<file path="config.mk">
export PLATFORM = sky130hd
export DESIGN_NAME = hem_front_flat
export DESIGN_NICKNAME = d
export VERILOG_FILES = /design/src/rtl/hex8_heat_element_matrices_assert.svh /design/src/rtl/hem_pkg.sv /design/src/rtl/hem_channels.sv /design/src/rtl/hem_front.sv /design/src/flat_wrapper.sv
export SDC_FILE = /design/constraint.sdc
export NUM_CORES = 1
export LEC_CHECK = 0
export BUFFER_PORTS_ARGS = -buffer_cell sky130_fd_sc_hd__buf_2
export CAP_MARGIN = 20
export CORE_AREA = 2 2 155 157
export CTS_CLUSTER_SIZE = 40
export DETAILED_ROUTE_END_ITERATION = 8
export DIE_AREA = 0 0 157 159
export GPL_ROUTABILITY_DRIVEN = 0
export GPL_TIMING_DRIVEN = 0
export MAX_ROUTING_LAYER = met4
export PLACE_DENSITY = 0.55
export SLEW_MARGIN = 20
export SYNTH_ARGS = -nofsm -noshare
export SYNTH_HDL_FRONTEND = slang
export SYNTH_SLANG_ARGS = --single-unit
</file>
<file path="constraint.sdc">
create_clock -name clock -period 2.75 [get_ports clock]
set_clock_uncertainty 0.2 [all_clocks]
set_input_delay 0.55 -clock clock [delete_from_list [all_inputs] [get_ports clock]]
set_output_delay 0.55 -clock clock [all_outputs]
set_load 0.01 [all_outputs]
</file>
<file path="src/rtl/hex8_heat_element_matrices_assert.svh">
// Assertion macros shared by the element matrix block.
`ifndef HEX8_HEAT_ELEMENT_MATRICES_ASSERT_SVH
`define HEX8_HEAT_ELEMENT_MATRICES_ASSERT_SVH

`define HEM_ASSERT_ALWAYS(label, cond, msg) \
   label: assert property (@(posedge clock) disable iff (reset) (cond)) else $error(msg);

`define HEM_ASSERT_IMPLY(label, ante, cons, msg) \
   label: assert property (@(posedge clock) disable iff (reset) (ante) |-> (cons)) \
      else $error(msg);

`define HEM_ASSERT_NEXT(label, ante, cons, msg) \
   label: assert property (@(posedge clock) disable iff (reset) (ante) |=> (cons)) \
      else $error(msg);

`endif

</file>
<file path="src/rtl/hem_pkg.sv">
// Types and constants shared by the element matrix block.
package hem_pkg;

   localparam logic signed [47:0] MAX48 = 48'sh7FFF_FFFF_FFFF;
   localparam logic signed [47:0] MIN48 = 48'sh8000_0000_0000;

   localparam logic [1:0] CSR_DIFF_X = 2'd0;
   localparam logic [1:0] CSR_DIFF_Y = 2'd1;
   localparam logic [1:0] CSR_DIFF_Z = 2'd2;
   localparam logic [1:0] CSR_HEAT   = 2'd3;

   localparam int QUEUE_DEPTH = 2;
   localparam int QUEUE_CNT_W = $clog2(QUEUE_DEPTH + 1);

   typedef struct packed {
      logic               store_en;
      logic [2:0]         node;
      logic signed [31:0] shape;
      logic signed [31:0] dx;
      logic signed [31:0] dy;
      logic signed [31:0] dz;
      logic signed [31:0] det;
      logic [31:0]        weight;
      logic               run;
      logic               emit;
   } cmd_type;

   typedef struct packed {
      logic [31:0] dfx;
      logic [31:0] dfy;
      logic [31:0] dfz;
      logic [31:0] heat;
   } cfg_type;

   typedef struct packed {
      logic busy;
      logic emitting;
   } back_stat_type;

endpackage

</file>
<file path="src/rtl/hem_channels.sv">
// Handshake channel interfaces for node items and matrix entries.
interface hem_req_if;
   logic               valid;
   logic               ready;
   logic [2:0]         node_index;
   logic signed [31:0] shape_value;
   logic signed [31:0] deriv_x;
   logic signed [31:0] deriv_y;
   logic signed [31:0] deriv_z;
   logic signed [31:0] jacobian_det;
   logic [31:0]        weight;
   logic               last_node;
   logic               last_point;

   modport source (output valid, node_index, shape_value, deriv_x, deriv_y, deriv_z,
                   jacobian_det, weight, last_node, last_point, input ready);
   modport sink (input valid, node_index, shape_value, deriv_x, deriv_y, deriv_z,
                 jacobian_det, weight, last_node, last_point, output ready);
endinterface


</file>
<file path="src/rtl/hem_front.sv">
// Front end: accepts node items, classifies them and holds one for the queue.
module hem_front import hem_pkg::*; #(
   parameter int NODES = 8
) (
   input  logic    clock,
   input  logic    reset,
   hem_req_if.sink req,
   output logic    push_valid,
   output cmd_type push_cmd,
   input  logic    push_ready
);

   logic    slot_vld_ff;
   cmd_type cmd_ff;
   cmd_type cmd_in;

   assign req.ready  = !slot_vld_ff || push_ready;
   assign push_valid = slot_vld_ff;
   assign push_cmd   = cmd_ff;

   always_comb begin
      cmd_in.store_en = 32'(req.node_index) < NODES;
      cmd_in.node     = req.node_index;
      cmd_in.shape    = req.shape_value;
      cmd_in.dx       = req.deriv_x;
      cmd_in.dy       = req.deriv_y;
      cmd_in.dz       = req.deriv_z;
      cmd_in.det      = req.jacobian_det;
      cmd_in.weight   = req.weight;
      cmd_in.run      = req.last_node;
      cmd_in.emit     = req.last_node && req.last_point;
   end

   always_ff @(posedge clock) begin
      if (reset) begin
         slot_vld_ff <= 1'b0;
      end else if (req.ready) begin
         slot_vld_ff <= req.valid;
      end
      if (req.valid && req.ready) begin
         cmd_ff <= cmd_in;
      end
   end

endmodule

</file>
<file path="src/flat_wrapper.sv">
// flat-port wrapper written by rule: the top's interface ports become plain ports
module hem_front_flat import hem_pkg::*;
#(
   parameter int NODES = 8
)
  (clock, reset, push_valid, push_cmd, push_ready, req_valid, req_node_index, req_shape_value, req_deriv_x, req_deriv_y, req_deriv_z, req_jacobian_det, req_weight, req_last_node, req_last_point, req_ready);
  hem_req_if req_i ();
  input  logic clock;
  input  logic reset;
  output logic push_valid;
  output cmd_type push_cmd;
  input  logic push_ready;
  input wire logic [$bits(req_i.valid)-1:0] req_valid;
  input wire logic [$bits(req_i.node_index)-1:0] req_node_index;
  input wire logic [$bits(req_i.shape_value)-1:0] req_shape_value;
  input wire logic [$bits(req_i.deriv_x)-1:0] req_deriv_x;
  input wire logic [$bits(req_i.deriv_y)-1:0] req_deriv_y;
  input wire logic [$bits(req_i.deriv_z)-1:0] req_deriv_z;
  input wire logic [$bits(req_i.jacobian_det)-1:0] req_jacobian_det;
  input wire logic [$bits(req_i.weight)-1:0] req_weight;
  input wire logic [$bits(req_i.last_node)-1:0] req_last_node;
  input wire logic [$bits(req_i.last_point)-1:0] req_last_point;
  output wire logic [$bits(req_i.ready)-1:0] req_ready;
  assign req_i.valid = req_valid;
  assign req_i.node_index = req_node_index;
  assign req_i.shape_value = req_shape_value;
  assign req_i.deriv_x = req_deriv_x;
  assign req_i.deriv_y = req_deriv_y;
  assign req_i.deriv_z = req_deriv_z;
  assign req_i.jacobian_det = req_jacobian_det;
  assign req_i.weight = req_weight;
  assign req_i.last_node = req_last_node;
  assign req_i.last_point = req_last_point;
  assign req_ready = req_i.ready;
  hem_front #(.NODES(NODES)) u_core (.clock(clock), .reset(reset), .req(req_i), .push_valid(push_valid), .push_cmd(push_cmd), .push_ready(push_ready));
endmodule
</file>
==> results.md <==
- Synth-to-Final Area Change: 50.8%
- Root Buffer: clkbuf_16
- Avg WL per Cell: 16.0 um
- TritonCTS clock tree: built
- TritonRoute pass-1 iters: 4
- Initial Utilization: around 26%
- Crit Path Class: reg2reg
- Core footprint: 0.0232 mm2
- Nets: 827
- Post-synthesis mux area share: 0%
- Period utilisation layout: 79.1%
- Worst-path clk slew: roughly 70 ps
- Power Dens Cells: 708 mW/mm2
- Number of global-route vias before repair: about 3,700
- Vias/cell: 3.75
- Fmax: between 400 and 500 MHz
- Fillers: 2,192
- Non-Filler Instances: slightly below 1,000
- Data arrival, critical path: 2070 ps
- Pleak: between 3 and 4 nW
- CTS Hold Buffers Added: 0
- Post-Syn Area: 0.00599 mm2
- Reg2reg path depth: 4
- Slowest CP cell: and2_4
- Synth Instances: 205
- RSZ-0062 raised after global routing: no
- Final setup viols: 0
- Synthesized area per cell: 29.2 um2
- Worst-margin pin slew: 581 ps
- Synth Area in Compound Gates: 0.146%
- Crit. End Element: register
- CTS sink cnt: 198
- CP max FO: 60
- Max Cap Violations: 0
- Hold Crit Depth: 2
- Post-synthesis xor/xnor area fraction: 0%
- Iteration-0 DRC Markers: 129
- DIE AREA: between 0.02 and 0.025 mm2
- Largest family of logic cells by synthesized area: simple AND/OR/NAND/NOR gates
- Initial antenna violation count: 7
- Clk buf depth: 2
- ANT nets after route: 0
- Mapped Nets: 406
- Stages on the worst setup path: 4
- Min Tclk post-route: 2180 ps
- Placed Instances: 926
- Synth Area in Adders: 0%
- IO Count: approximately 400
- WP data required: 2640 ps
- Tightest Hold Check Type: in2reg
- Die height: 159 um
- CP top delay family: simple AND/OR/NAND/NOR gates
- Count of input and output buffers: between 300 and 400
- Worst-Skew Late Latency: 410 ps
- Hold slack: 85.3 ps
- Post-CTS Setup Bufs: 0
- Peak supply drop: ~0.32 mV
- Library cells used by synthesis: 9
- Hold Vio Cnt, Final: 0
- CP Launch Type: register
- Pin count of the biggest net entering global routing: a little over 60
- Die X-Extent: 157 um
- Final Util: 38.9%
- WP buf/inv: 2
- Final Slew Violations: 0
- FP Rows: 56
- Synth Warn #: 0
- Routed wire length: 15.4 mm
- First-pass GRT wire length: ~22 mm
- Cell mode on critical path: buf_16
- GRT Util Overall: 12.6%
- Largest stage delay on the critical path: 520 ps
- Seq cells post-synth: around 200
- CTS HTree Levels: 4
- Vias: 3,615
- Cells along the critical path: nand2b_4 -> and2_4 -> buf_16 -> buf_16
- # resized after CTS: 0
- Post-Synth Simple-Gate Area: 0.481%
- TritonCTS buffer count: 17
- Relative slew margins: 61.3%
- GRT overflow: 0
- Status: completed
- Share of cells above drive strength 1: about two thirds
- Residual DRC: 0
- Post-synthesis sequential area ratio: between 90% and 100%
[report_power, final]
part | internal [mW] | leakage, nW | total (mW) | switching [mW]
registers | 3.53 | 1.91 | 3.57 | 0.0383
clock network | 1.18 | 0.266 | 2.33 | 1.14
logic | 0.225 | 1.64 | 0.504 | 0.279
total | 4.94 | 3.82 | 6.40 | 1.46
[state kept, by name, summed over array words and instances, names as in the netlist]
| register | cells |
|---|---|
| u_core.push_cmd | 197 |
| u_core.push_valid | 1 |
[cell usage after synthesis]
cell      number  area (um2)
a21oi_2        1        8.76
and2_1         1        6.26
and2_4         1        8.76
buf_4          1        7.51
conb_1         1        3.75
dfxtp_1        1        20.0
edfxtp_1     197        5920
inv_1          1        3.75
nand2b_4       1        13.8
[kinds of logic after synthesis]
| family | count (synthesis) |
|---|---|
| AO/OA/AOI/OAI | 1 |
| buffers and inverters | 2 |
| flip-flops | 198 |
| other | 1 |
| AND/OR/NAND/NOR | 3 |
[layer usage]
| layer | global-route usage (%) | share of wire, % | vias up |
|---|---|---|---|
| li1 | - | - | 1676 |
| met1 | 13.2 | 37 | 1704 |
| met2 | 21.4 | 52 | 223 |
| met3 | 4.60 | 9.5 | 12 |
| met5 | - | 0 | - |
| met4 | 5.13 | 1.6 | 0 |
[area by class of cell]
| class | instances | area (um2) | share of cell area, % |
|---|---|---|---|
| antenna | 7 | 17.5 | 0.194 |
| inverter | 1 | 3.75 | 0.0416 |
| tap | 319 | 399 | 4.42 |
| buffer | 1 | 7.51 | 0.0831 |
| clock buffer | 17 | 425 | 4.71 |
| multi-input combinational | 5 | 41.3 | 0.457 |
| sequential | 198 | 5940 | 65.7 |
| clock inverter | 13 | 123 | 1.36 |
| timing repair buffer | 402 | 2080 | 23.0 |
[metrics by stage]
stage	setup WS (ps)	TNS (ps)	power (mW)	cell area [um2]
final	574	0	6.40	9030
after global routing	417	0	6.67	9030
after CTS	526	0	6.52	9010
after detailed placement	194	0	4.15	8470
after global placement	-644	-122480	4.13	8380
after floorplan	22.9	0	3.80	5990
[final timing paths]
kind / slack [ps] / startpoint / end
setup reg to reg: 570 / u_core.push_valid / u_core.push_cmd[193]
hold reg to reg: 330 / u_core.push_valid / u_core.push_valid
hold / removal: 90 / reset / u_core.push_valid
setup / recovery: 570 / u_core.push_valid / u_core.push_cmd[193]
[cell usage in the layout (no fill, tap or decap), drive strengths merged]
master	instances
clkinvlp	1
nand2b	1
clkinv	8
diode	7
and2	2
edfxtp	197
inv	5
a21oi	1
dfxtp	1
conb	1
buf	403
clkbuf	17
Note: power is estimated with default switching activity, not from simulation.
