[src/rtl/hex8_heat_element_matrices_assert.svh]
// Assertion macros shared by the element matrix block.
`ifndef HEX8_HEAT_ELEMENT_MATRICES_ASSERT_SVH
`define HEX8_HEAT_ELEMENT_MATRICES_ASSERT_SVH

`define HEM_ASSERT_ALWAYS(label, cond, msg) \
   label: assert property (@(posedge clock) disable iff (reset) (cond)) else $error(msg);

`define HEM_ASSERT_IMPLY(label, ante, cons, msg) \
   label: assert property (@(posedge clock) disable iff (reset) (ante) |-> (cons)) \
      else $error(msg);

`define HEM_ASSERT_NEXT(label, ante, cons, msg) \
   label: assert property (@(posedge clock) disable iff (reset) (ante) |=> (cons)) \
      else $error(msg);

`endif

[src/rtl/hem_pkg.sv]
// Types and constants shared by the element matrix block.
package hem_pkg;

   localparam logic signed [47:0] MAX48 = 48'sh7FFF_FFFF_FFFF;
   localparam logic signed [47:0] MIN48 = 48'sh8000_0000_0000;

   localparam logic [1:0] CSR_DIFF_X = 2'd0;
   localparam logic [1:0] CSR_DIFF_Y = 2'd1;
   localparam logic [1:0] CSR_DIFF_Z = 2'd2;
   localparam logic [1:0] CSR_HEAT   = 2'd3;

   localparam int QUEUE_DEPTH = 2;
   localparam int QUEUE_CNT_W = $clog2(QUEUE_DEPTH + 1);

   typedef struct packed {
      logic               store_en;
      logic [2:0]         node;
      logic signed [31:0] shape;
      logic signed [31:0] dx;
      logic signed [31:0] dy;
      logic signed [31:0] dz;
      logic signed [31:0] det;
      logic [31:0]        weight;
      logic               run;
      logic               emit;
   } cmd_type;

   typedef struct packed {
      logic [31:0] dfx;
      logic [31:0] dfy;
      logic [31:0] dfz;
      logic [31:0] heat;
   } cfg_type;

   typedef struct packed {
      logic busy;
      logic emitting;
   } back_stat_type;

endpackage

[src/rtl/hem_fifo.sv]
// Short command queue between the front end and the compute engine.
module hem_fifo import hem_pkg::*; (
   input  logic                   clock,
   input  logic                   reset,
   input  logic                   push_valid,
   input  cmd_type                push_cmd,
   output logic                   push_ready,
   output logic                   pop_valid,
   output cmd_type                pop_cmd,
   input  logic                   pop_ready,
   output logic [QUEUE_CNT_W-1:0] count
);

   localparam int PTR_W = $clog2(QUEUE_DEPTH);
   localparam logic [PTR_W-1:0] LAST_PTR = PTR_W'(QUEUE_DEPTH - 1);
   localparam logic [QUEUE_CNT_W-1:0] FULL = QUEUE_CNT_W'(QUEUE_DEPTH);

   cmd_type                mem_ff [QUEUE_DEPTH];
   logic [PTR_W-1:0]       wr_ff;
   logic [PTR_W-1:0]       rd_ff;
   logic [QUEUE_CNT_W-1:0] cnt_ff;
   logic                   do_push;
   logic                   do_pop;

   assign push_ready = cnt_ff != FULL;
   assign pop_valid  = cnt_ff != '0;
   assign pop_cmd    = mem_ff[rd_ff];
   assign count      = cnt_ff;
   assign do_push    = push_valid && push_ready;
   assign do_pop     = pop_valid && pop_ready;

   always_ff @(posedge clock) begin
      if (reset) begin
         wr_ff  <= '0;
         rd_ff  <= '0;
         cnt_ff <= '0;
      end else begin
         if (do_push) begin
            wr_ff <= (wr_ff == LAST_PTR) ? '0 : wr_ff + 1'b1;
         end
         if (do_pop) begin
            rd_ff <= (rd_ff == LAST_PTR) ? '0 : rd_ff + 1'b1;
         end
         if (do_push && !do_pop) begin
            cnt_ff <= cnt_ff + 1'b1;
         end else if (do_pop && !do_push) begin
            cnt_ff <= cnt_ff - 1'b1;
         end
      end
      if (do_push) begin
         mem_ff[wr_ff] <= push_cmd;
      end
   end

endmodule

[config.mk]
export PLATFORM = sky130hd
export DESIGN_NAME = hem_fifo
export DESIGN_NICKNAME = d
export VERILOG_FILES = /design/src/rtl/hex8_heat_element_matrices_assert.svh /design/src/rtl/hem_pkg.sv /design/src/rtl/hem_fifo.sv
export SDC_FILE = /design/constraint.sdc
export NUM_CORES = 1
export LEC_CHECK = 0
export BUFFER_PORTS_ARGS = -buffer_cell sky130_fd_sc_hd__buf_2
export CAP_MARGIN = 20
export CORE_ASPECT_RATIO = 0.7
export CORE_UTILIZATION = 56
export CTS_CLUSTER_DIAMETER = 100
export DETAILED_ROUTE_END_ITERATION = 8
export PLACE_DENSITY_LB_ADDON = 0.2
export SETUP_SLACK_MARGIN = 0.5
export SLEW_MARGIN = 25
export SYNTH_ARGS = -nofsm -noshare
export SYNTH_HDL_FRONTEND = slang
export SYNTH_SLANG_ARGS = --single-unit
[constraint.sdc]
create_clock -name clock -period 9.7 [get_ports clock]
set_clock_uncertainty 0.2 [all_clocks]
set_input_delay 1.94 -clock clock [delete_from_list [all_inputs] [get_ports clock]]
set_output_delay 1.94 -clock clock [all_outputs]
set_load 0.03 [all_outputs]
==> reports/results.ini, run 1 <==
[outcome]
status = finished, final reports clean

[hold_path]
hold_path_class = reg -> reg

[timing]
totalNegativeSetupSlack_ps = 0
timing.final.crit_period_ps = 5530
tightest_slew_ps = 1010
grt_setup_unrepaired = false
hold_viol_final = 0
post-route-period-util = 0.570
drv_slew = 0
slew_headroom = 0.329
max_freq_mhz = 181
setup_violations = 0

[clocking]
htreeDepth = 2
cts.sinks = 401
cts_buffers = 37
cts_setup_buffers = 0
clk-insertion-delay-late_ps = 500
path_clk_slew_ps = 60
cts_buffer_depth = 3
cts_root_buf = clkbuf_16
cts_hold_buf = 0
post_cts_resized = 0
cts_tree = built

[cells_and_area]
design_area_sq_um = 18300
instances_no_fill = 1446
layout_common_cells = buf_2 (403), edfxtp_1 (396), mux2_4 (100), mux2_2 (98), clkbuf_16 (37)
area_delta_synth_final_pct = 22.7
nNetsFinal = 1269
drive_gt1_frac = 0.603
final_common_cell = buf_2

[critical_path]
critPathTopFamily = buffers and inverters
crit_top_cell = buf_4
cp_slowest_cell = buf_4
crit_chain = buf_4 > buf_4 > mux2_4 > buf_2
path_max_fanout = 53
worstSetupStartpointType = register
worstPathRequired_ps = 7560
cp_data_arrival_time_ps = 3390
crit_buf_inv = 3
critPathKind = reg -> out
cp-end-kind = output pin
max_stage_delay_ps = 840

[global_route]
grt_use_total = 0.213
grt_max_degree = 128
grt.overflow.total = 0
antenna_found_initial = 8
grt_pass1_wl_mm = 43.2
grt_pass1_vias = 7471

[routing]
wl_per_cell_um = 20.5
drtIter0Drc = 369
drt-vias-per-instance = 5.12
via_count = 7410
drc = 0
drt-total-wl_mm = 29.7
postRouteAntennaNets = 0
dr.pass1.iters = 5

[yosys]
syn_avg_cell_area_sq_um = 23.3
synth_nets = 843
synthSimpleGateAreaFrac = 0.00335
synth_top_family_by_area = multiplexers
synth_cell_types = 19
syn_area_sq_um = 14900
synth-compound-area-share = 0.00201
synthCells = 640
synthAdderAreaFrac = 0.000838
ys_seq_area_frac = 0.804
synth-xor-area-share = 0.00176
synth_seq_cells = 401
muxShareOfSynthArea = 0.175
yosys_warnings = 0

[placed_design]
postPlaceCellArea_sq_um = 17300
io_buffers = 403
dpl.hpwl_mm = 20.2
placed_cells = 1384
gp_congestion = 0.768

[pwr]
p_switching_mw = 1.66
combPwrFrac = 0.309
p_int_mw = 3.48
switching_share = 0.323
pwr-share-seq = 0.438
power.density_nw_per_um2 = 281
ir_drop_mv = 0.191
clock_power_share = 0.253
power.leakage_nw = 7.00

[die]
fp.dieW_um = 197
start_util = 0.575
io_pins = 404
die_area_sq_um = 27300
rows = 49
core_area_sq_um = 25900
die_h_um = 139

[flow_run]
cap_violations = 0

## flip-flops by register name, indices dropped and copies added, names as in the netlist, named ones only
| signal | flops |
|---|---|
| mem_ff | 396 |
| count | 2 |
| rd_ff | 1 |
| wr_ff | 1 |
## layout make-up
class,count,area [sq um]
Tap cell,357,447
Inverter,1,8.76
Clock buffer,48,967
Antenna cell,1,2.50
Clock inverter,13,85.1
Timing Repair Buffer,409,2070
Multi-Input combinational cell,216,2730
Sequential cell,401,12000
Fill cell,1682,7620
## power groups by stage
| stage | clock, mW | sequential (mW) | combinational, mW |
|---|---|---|---|
| detailed placement | 0 | 2.29 | 1.60 |
| global route | 1.39 | 2.27 | 1.66 |
| floorplan | 0 | 2.29 | 1.23 |
| global placement | 0 | 2.28 | 1.59 |
| finish | 1.30 | 2.25 | 1.59 |
| CTS | 1.33 | 2.25 | 1.60 |
## cell usage after synthesis
cell type | number | area [sq um]
nand2b_1 | 1 | 6.26
a21bo_2 | 1 | 10.0
buf_2 | 7 | 35.0
o21ai_0 | 2 | 10.0
mux2_2 | 98 | 1100
and3_1 | 1 | 6.26
edfxtp_1 | 396 | 11900
or3_1 | 1 | 6.26
nor2_1 | 3 | 11.3
mux2_4 | 100 | 1500
or2_2 | 1 | 6.26
xor2_1 | 3 | 26.3
buf_6 | 15 | 169
nand3b_1 | 1 | 7.51
and2_1 | 1 | 6.26
inv_1 | 1 | 3.75
dfxtp_1 | 5 | 100
ha_1 | 1 | 12.5
a21oi_1 | 2 | 10.0
## through the flow
stage                     power (mW)  utilization  setup WS [ps]  hold slack [ps]
after CTS                       5.19        0.706           4140              308
after global placement          3.87        0.665           4730              285
after floorplan                 3.52            -           2400              272
after global routing            5.32        0.706           4000              335
after detailed placement        3.89        0.665           4670              289
final                           5.14        0.706           4170              304
## final timing paths
check,startpoint,end,slack [ps],cells after the start
setup / recovery,register,pop_cmd[86],4170,4
hold / removal,rd_ff,rd_ff,300,2
setup reg to reg,count[0],mem_ff[1][175],6770,3
hold reg to reg,rd_ff,rd_ff,300,2
## kinds of logic (layout without fill, tap and decap cells)
| logic type | count (synthesis) | in the layout |
|---|---|---|
| multiplexers | 198 | 198 |
| XOR/XNOR | 3 | 3 |
| adder cells (fa/ha/maj) | 1 | 1 |
| other | 0 | 1 |
| flip-flops | 401 | 401 |
| AO/OA/AOI/OAI | 5 | 5 |
| buffers and inverters | 23 | 471 |
| AND/OR/NAND/NOR | 9 | 9 |
## routing by layer
metal	track usage	routed length [um]	up-vias
met2	0.357	14600	307
met3	0.0720	2830	53
met4	0.0510	460	12
li1	-	-	3405
met1	0.270	11700	3633
met5	0	80	-
## worst min-delay path, cell delays in order (launching register included)
cell and delay, ps:
dfxtp_1 320, xor2_1 80, nor2_1 70
Note: power is estimated with default switching activity, not from simulation.
==> run 2, diff against run 1 <==
Settings changed: ABC_AREA from default to 1, CORE_UTILIZATION 56 to 47.
Clock period 9.7 ns to 4.79 ns, I/O delays scaled along.
==> run 2 against run 1 <==
Net effect:
- largest cell class unchanged
- flip-flop and latch count is the same
- critical endpoint is now pop_cmd[196]
- via count up 0.76%
- register-to-register slack worse by 4400 ps
==> reports/results.ini, run 2 <==
[pwr]
power_mw = 10.5  ; +110%
p_int_mw = 7.23  ; +110%
clock_power_share = 0.277  ; +0.024
ir_drop_mv = 0.392  ; +110%
switching_share = 0.314  ; -0.00967
pwr-share-seq = 0.431  ; -0.007
power.density_nw_per_um2 = 563  ; +100%
power.leakage_nw = 7.17  ; +2.4%
p_switching_mw = 3.30  ; +99%
combPwrFrac = 0.292  ; -0.017

[global_route]
grt_max_degree = 93  ; -27%
grt_use_total = 0.175  ; -0.0385
grt.overflow.total = 0  ; unchanged
grt_pass1_wl_mm = 41.9  ; -2.9%
grt_pass1_vias = 7199  ; -3.6%
antenna_found_initial = 8  ; unchanged

[outcome]
status = finished, final reports clean

[cells_and_area]
layout_common_cells = buf_2 (403), edfxtp_1 (396), mux2_4 (101), mux2_2 (97), clkbuf_16 (41)
final_common_cell = buf_2
largest_register_ffs = 396  ; unchanged
design_area_sq_um = 18700  ; +2.2%
utilization = 0.599  ; -0.107
area_delta_synth_final_pct = 25.2
regMostFlops = mem_ff
drive_gt1_frac = 0.599  ; -0.00384
nNetsFinal = 1289  ; +1.6%
fillCellCount = 2384  ; +42%
seq_area_sq_um = 12000  ; unchanged
multi_input_area_sq_um = 2750  ; +0.83%

[yosys]
synth.top_cell.area_share = 0.796  ; -0.00107
ys.flop_type = edfxtp_1
async_reset_ff_frac = 0  ; unchanged
syn_avg_cell_area_sq_um = 22.9  ; -1.9%
synthCells = 653  ; +2.0%
syn_area_sq_um = 14900  ; +0.13%
synth_seq_cells = 401  ; unchanged
synth_area_leaders = edfxtp_1 (80%), mux2_4 (10%), mux2_2 (7.3%)
synth_common_cells = edfxtp_1 (396), mux2_4 (101), mux2_2 (97), buf_6 (15), nand2_1 (9)
yosys_warnings = 0  ; unchanged
netlist.top_cell.by_area = edfxtp_1
ys_seq_area_frac = 0.802  ; -0.00108
synth_edf_count = 396  ; unchanged
synth_most_common_cell = edfxtp_1
synth_nets = 856  ; +1.5%
synth_cell_types = 14  ; -5

[die]
die_area_sq_um = 32500  ; +19%
io_pins = 404  ; unchanged
die_h_um = 151  ; +9.1%
rows = 54  ; +10%
core_area_sq_um = 31200  ; +20%
fp.dieW_um = 215  ; +9.1%
start_util = 0.479  ; -0.0967

[timing]
post-route-period-util = 0.678
grt_setup_unrepaired = false
max_freq_mhz = 308
timing.final.crit_period_ps = 3250
totalNegativeSetupSlack_ps = 0  ; unchanged
tightest_slew_ps = 877  ; -130 ps
drv_slew = 0  ; unchanged
hold_viol_final = 0  ; unchanged
setup_violations = 0  ; unchanged
layout_setup_ws_ps = 1540  ; -2630 ps
slew_headroom = 0.414  ; +0.0854

[critical_path]
worstSetupStartpointType = register
timing.rr.start = count[0]
path_max_fanout = 36  ; -32%
critPathKind = reg -> out
rrSetupSlack_ps = 2370  ; -4400 ps
r2r_cells = 5  ; +2
cp_data_arrival_time_ps = 2090  ; -1300 ps
cp-end-kind = output pin
worstPathRequired_ps = 3630  ; -3930 ps
r2r_end = mem_ff[0][139]

[clocking]
cts_tree = built
cts_buffer_depth = 3  ; unchanged
htreeDepth = 2  ; unchanged
cts_hold_buf = 0  ; unchanged
cts_setup_buffers = 0  ; unchanged
clk-insertion-delay-late_ps = 520  ; +20 ps
path_clk_slew_ps = 60  ; about the same
post_cts_resized = 0  ; unchanged
cts_root_buf = clkbuf_16
cts_buffers = 39  ; +5.4%
cts.sinks = 401  ; unchanged

[hold_path]
min_from = rd_ff
holdPathStages = 2  ; unchanged
hold_path_class = reg -> reg

[routing]
via_count = 7466  ; +0.76%
drt-total-wl_mm = 29.8  ; +0.51%
wl_per_cell_um = 19.4  ; -5.6%
postRouteAntennaNets = 0  ; unchanged
dr.pass1.iters = 4  ; -1
drc = 0  ; unchanged
drtIter0Drc = 392  ; +6.2%
drt-vias-per-instance = 4.85  ; -5.3%

[placed_design]
postPlaceCellArea_sq_um = 17500  ; +1.3%
post-place-ws_ps = 1820  ; -2850 ps
dpl.hpwl_mm = 20.2  ; -0.12%
gp_congestion = 0.776  ; +1.1%
io_buffers = 403  ; unchanged

[flow_run]
cap_violations = 0  ; unchanged

==> run 2: changes by cell type in the layout (fill, tap and decap cells not counted), moves of 2 or more <==
cell       change
inv_1          +8
nand2_1        +7
buf_12         +5
clkbuf_16      +4
diode_2        +3
xor2_1         -3
clkbuf_8       +2
nand3_1        +2
nor2_1         +2
nor2_4         +2
==> run 2: power by group through the flow <==
stage | logic, mW | clock network (mW) | registers (mW)
2_1_floorplan | 2.28 | 0 | 4.65
3_3_place_gp | 3.11 | 0 | 4.60
3_5_place_dp | 3.11 | 0 | 4.62
4_1_cts | 3.12 | 2.99 | 4.55
5_1_grt | 3.24 | 3.11 | 4.58
6_report | 3.07 | 2.91 | 4.54
==> run 2: layout make-up <==
class / count / share of cell area
diodes: 4 / 0.000535
clock inverters: 15 / 0.00649
repair buffers: 414 / 0.116
clock buffers: 55 / 0.0587
inverters: 8 / 0.00161
multi-input cells: 222 / 0.147
flip-flops and latches: 401 / 0.641
well taps: 420 / 0.0281
==> run 2: per-stage QoR <==
step | instances | hold WS [ps]
3_5_place_dp | 1465 | 294
4_1_cts | 1535 | 308
3_3_place_gp | 1465 | 283
2_1_floorplan | 653 | 265
6_report | 1539 | 309
5_1_grt | 1537 | 337
==> run 2: critical path, cell delays in order, from the launching register on <==
cell and delay, ps:
dfxtp_4 410, buf_4 550, mux2_2 400, buf_2 190
==> run 2: cell families (layout without fill, tap and decap cells) <==
family / after synthesis / in the layout / synth area share
buffers and inverters: 30 / 492 / 0.0157
AND/OR/NAND/NOR: 19 / 19 / 0.00511
AO/OA/AOI/OAI: 4 / 4 / 0.00134
adder cells (fa/ha/maj): 1 / 1 / 0.000837
flip-flops: 401 / 401 / 0.802
other: 0 / 4 / 0
multiplexers: 198 / 198 / 0.175
==> run 2: worst max path at each step <==
| stage | from | to | slack [ps] |
|---|---|---|---|
| after floorplan | push_valid | mem_ff[0][0] | 210 |
| after global placement | push_valid | mem_ff[0][100] | 1850 |
| after detailed placement | push_valid | mem_ff[0][103] | 1820 |
| after CTS | register | pop_cmd[190] | 1470 |
| after global routing | register | pop_cmd[196] | 1440 |
| final | register | pop_cmd[196] | 1540 |
==> run 2: per-layer routing <==
layer	GRT usage	share of wire	wire length [um]	vias up
li1	-	-	-	3460
met1	0.223	0.41	12300	3673
met2	0.274	0.48	14300	276
met3	0.0703	0.089	2660	47
met4	0.0550	0.017	511	10
met5	0	0.0024	72	-
==> run 3, diff against run 2 <==
Settings changed: ABC_AREA 1 to 0, CORE_UTILIZATION 47 to 52.
Clock period 4.79 ns to 3.15 ns, I/O delays scaled along.
==> run 3 against run 2 <==
Net effect:
- via count grew 2.6%
- sequential share of layout area is 1.4 points lower
- clock power rose by 47%
- non-clock buffer count increased by 29
- flip-flop and latch count unchanged
- clock-buffer cell count is 2 higher
- die area shrank 9.6%
- core utilization rose by 8.3 points
- combinational power up 84%
- final cell count shrank 2.3%
- sequential power is 50% higher
- largest power group unchanged
- highest routed layer unchanged
==> reports/results.ini, run 3 (synthesis gave the netlist of run 1 again) <==
[flow_run]
cap_violations = 0  ; unchanged

[cells_and_area]
final_common_cell = edfxtp_1
largest_register_ffs = 396  ; unchanged
design_area_sq_um = 19100  ; +2.2%
drive_gt1_frac = 0.617  ; +0.0183
regMostFlops = mem_ff
layout_common_cells = edfxtp_1 (396), buf_2 (373), mux2_4 (100), mux2_2 (98), clkbuf_16 (45)
nNetsFinal = 1304  ; +1.2%
area_delta_synth_final_pct = 28.1

[die]
die_h_um = 144  ; -4.9%
fp.dieW_um = 204  ; -4.9%
start_util = 0.533  ; +0.0540
core_area_sq_um = 28000  ; -10%
rows = 51  ; -5.6%
io_pins = 404  ; unchanged
die_area_sq_um = 29400  ; -9.6%

[global_route]
grt.overflow.total = 0  ; unchanged
grt_pass1_wl_mm = 43.6  ; +4.0%
antenna_found_initial = 8  ; unchanged
grt_use_total = 0.203  ; +0.0280
grt_max_degree = 72  ; -23%
grt_pass1_vias = 7485  ; +4.0%

[clocking]
path_clk_slew_ps = 60  ; about the same
cts_buffer_depth = 3  ; unchanged
cts.sinks = 401  ; unchanged
cts_hold_buf = 0  ; unchanged
cts_tree = built
clk-insertion-delay-late_ps = 500  ; -20 ps
cts_buffers = 38  ; -2.6%
htreeDepth = 2  ; unchanged
cts_root_buf = clkbuf_16

[routing]
wl_met1_mm = 13.0  ; +5.7%
postRouteAntennaNets = 0  ; unchanged
drtIter0Drc = 337  ; -14%
drt-vias-per-instance = 5.09  ; +5.0%
drt-total-wl_mm = 31.3  ; +5.2%
wl_met3_mm = 2.93  ; +10%
drc = 0  ; unchanged
via_count = 7657  ; +2.6%
dr.pass1.iters = 4  ; unchanged
highest_layer = met5
wl_per_cell_um = 20.9  ; +7.7%
route.met2.wl_mm = 14.8  ; +3.2%

[critical_path]
cp_data_arrival_time_ps = 1840  ; -250 ps
cp_slowest_cell = dfxtp_4
rrSetupSlack_ps = 970  ; -1400 ps
timing.rr.start = count[0]
critPathKind = reg -> out
crit_top_cell = buf_12
critPathTopFamily = buffers and inverters
cp-end-kind = output pin
r2r_end = mem_ff[0][168]
cp_num_cells = 5  ; +2
crit_chain = buf_12 > buf_12 > buf_16 > mux2_4 > buf_2
worstPathRequired_ps = 2320  ; -1310 ps
r2r_cells = 4  ; -1
max_stage_delay_ps = 360  ; -190 ps
worstSetupStartpointType = register
crit_buf_inv = 4  ; +2
endpoint = pop_cmd[121]
path_max_fanout = 13  ; -64%

[placed_design]
io_buffers = 403  ; unchanged
dpl.hpwl_mm = 21.2  ; +5.1%
gp_congestion = 0.794  ; +2.3%
postPlaceCellArea_sq_um = 17600  ; +0.65%

[timing]
drv_slew = 0  ; unchanged
setup_violations = 0  ; unchanged
post-route-period-util = 0.849
max_freq_mhz = 374
tightest_slew_ps = 660  ; -217 ps
timing.final.crit_period_ps = 2670
grt_setup_unrepaired = true
hold_viol_final = 0  ; unchanged
slew_headroom = 0.559  ; +0.145

[pwr]
power_mw = 16.8  ; +59%
power.density_nw_per_um2 = 877  ; +56%
ir_drop_mv = 0.615  ; +57%
power.leakage_nw = 7.36  ; +2.8%

[hold_path]
hold_path_class = in -> reg

[outcome]
status = finished, final reports clean

==> run 3: cell count changes in the layout (fill, tap and decap cells not counted), moves of 5 or more <==
cell     before  now
buf_4         5   41
buf_2       403  373
buf_12        6   16
inv_1         8    0
nand2_1       7    0
buf_6         0    5
==> run 3: how the worst min path moves through the flow <==
| stage | to | slack (ps) | start | cells past startpoint |
|---|---|---|---|---|
| 2_1_floorplan | register | 270 | rd_ff | 2 |
| 5_1_grt | mem_ff[0][105] | 70 | push_cmd[105] | 1 |
| 4_1_cts | mem_ff[0][107] | 70 | push_cmd[107] | 1 |
| 3_5_place_dp | register | 290 | rd_ff | 2 |
| 3_3_place_gp | rd_ff | 290 | rd_ff | 2 |
| 6_report | mem_ff[0][94] | 100 | push_cmd[94] | 1 |
==> run 3: power by group <==
part / internal [mW] / leakage (nW) / switching (mW)
registers: 6.66 / 3.74 / 0.160
clock network: 2.49 / 0.572 / 1.79
logic: 2.28 / 3.05 / 3.39
==> run 3: area by class of cell <==
type / count / area [sq um]
Antenna cell: 3 / 7.51
Clock buffer: 57 / 1100
Clock inverter: 11 / 73.8
Fill cell: 1852 / 8890
Inverter: 1 / 7.51
Multi-Input combinational cell: 216 / 2740
Sequential cell: 401 / 12000
Tap cell: 371 / 464
Timing Repair Buffer: 443 / 2730
==> run 3: timing repair <==
action                     in CTS  in global routing
resized for setup               8                 63
buffers inserted                4                  3
setup endpoints to repair     182                173
gates cloned                    1                  5
==> run 3: metrics by stage <==
step                utilization  hold slack [ps]  setup WS [ps]  instances  TNS [ps]
finish                    0.683             98.7            475       1503         0
global placement          0.628              286            723       1419         0
detailed placement        0.628              293            713       1419         0
floorplan                     -              272          -1160        640   -344240
global route              0.682             72.0            415       1501         0
CTS                       0.673             69.6            421       1492         0
==> run 3: layer usage <==
layer	up-vias	track usage
li1	3490	-
met1	3814	0.264
met2	292	0.318
met3	51	0.0782
met4	10	0.0562
met5	-	0
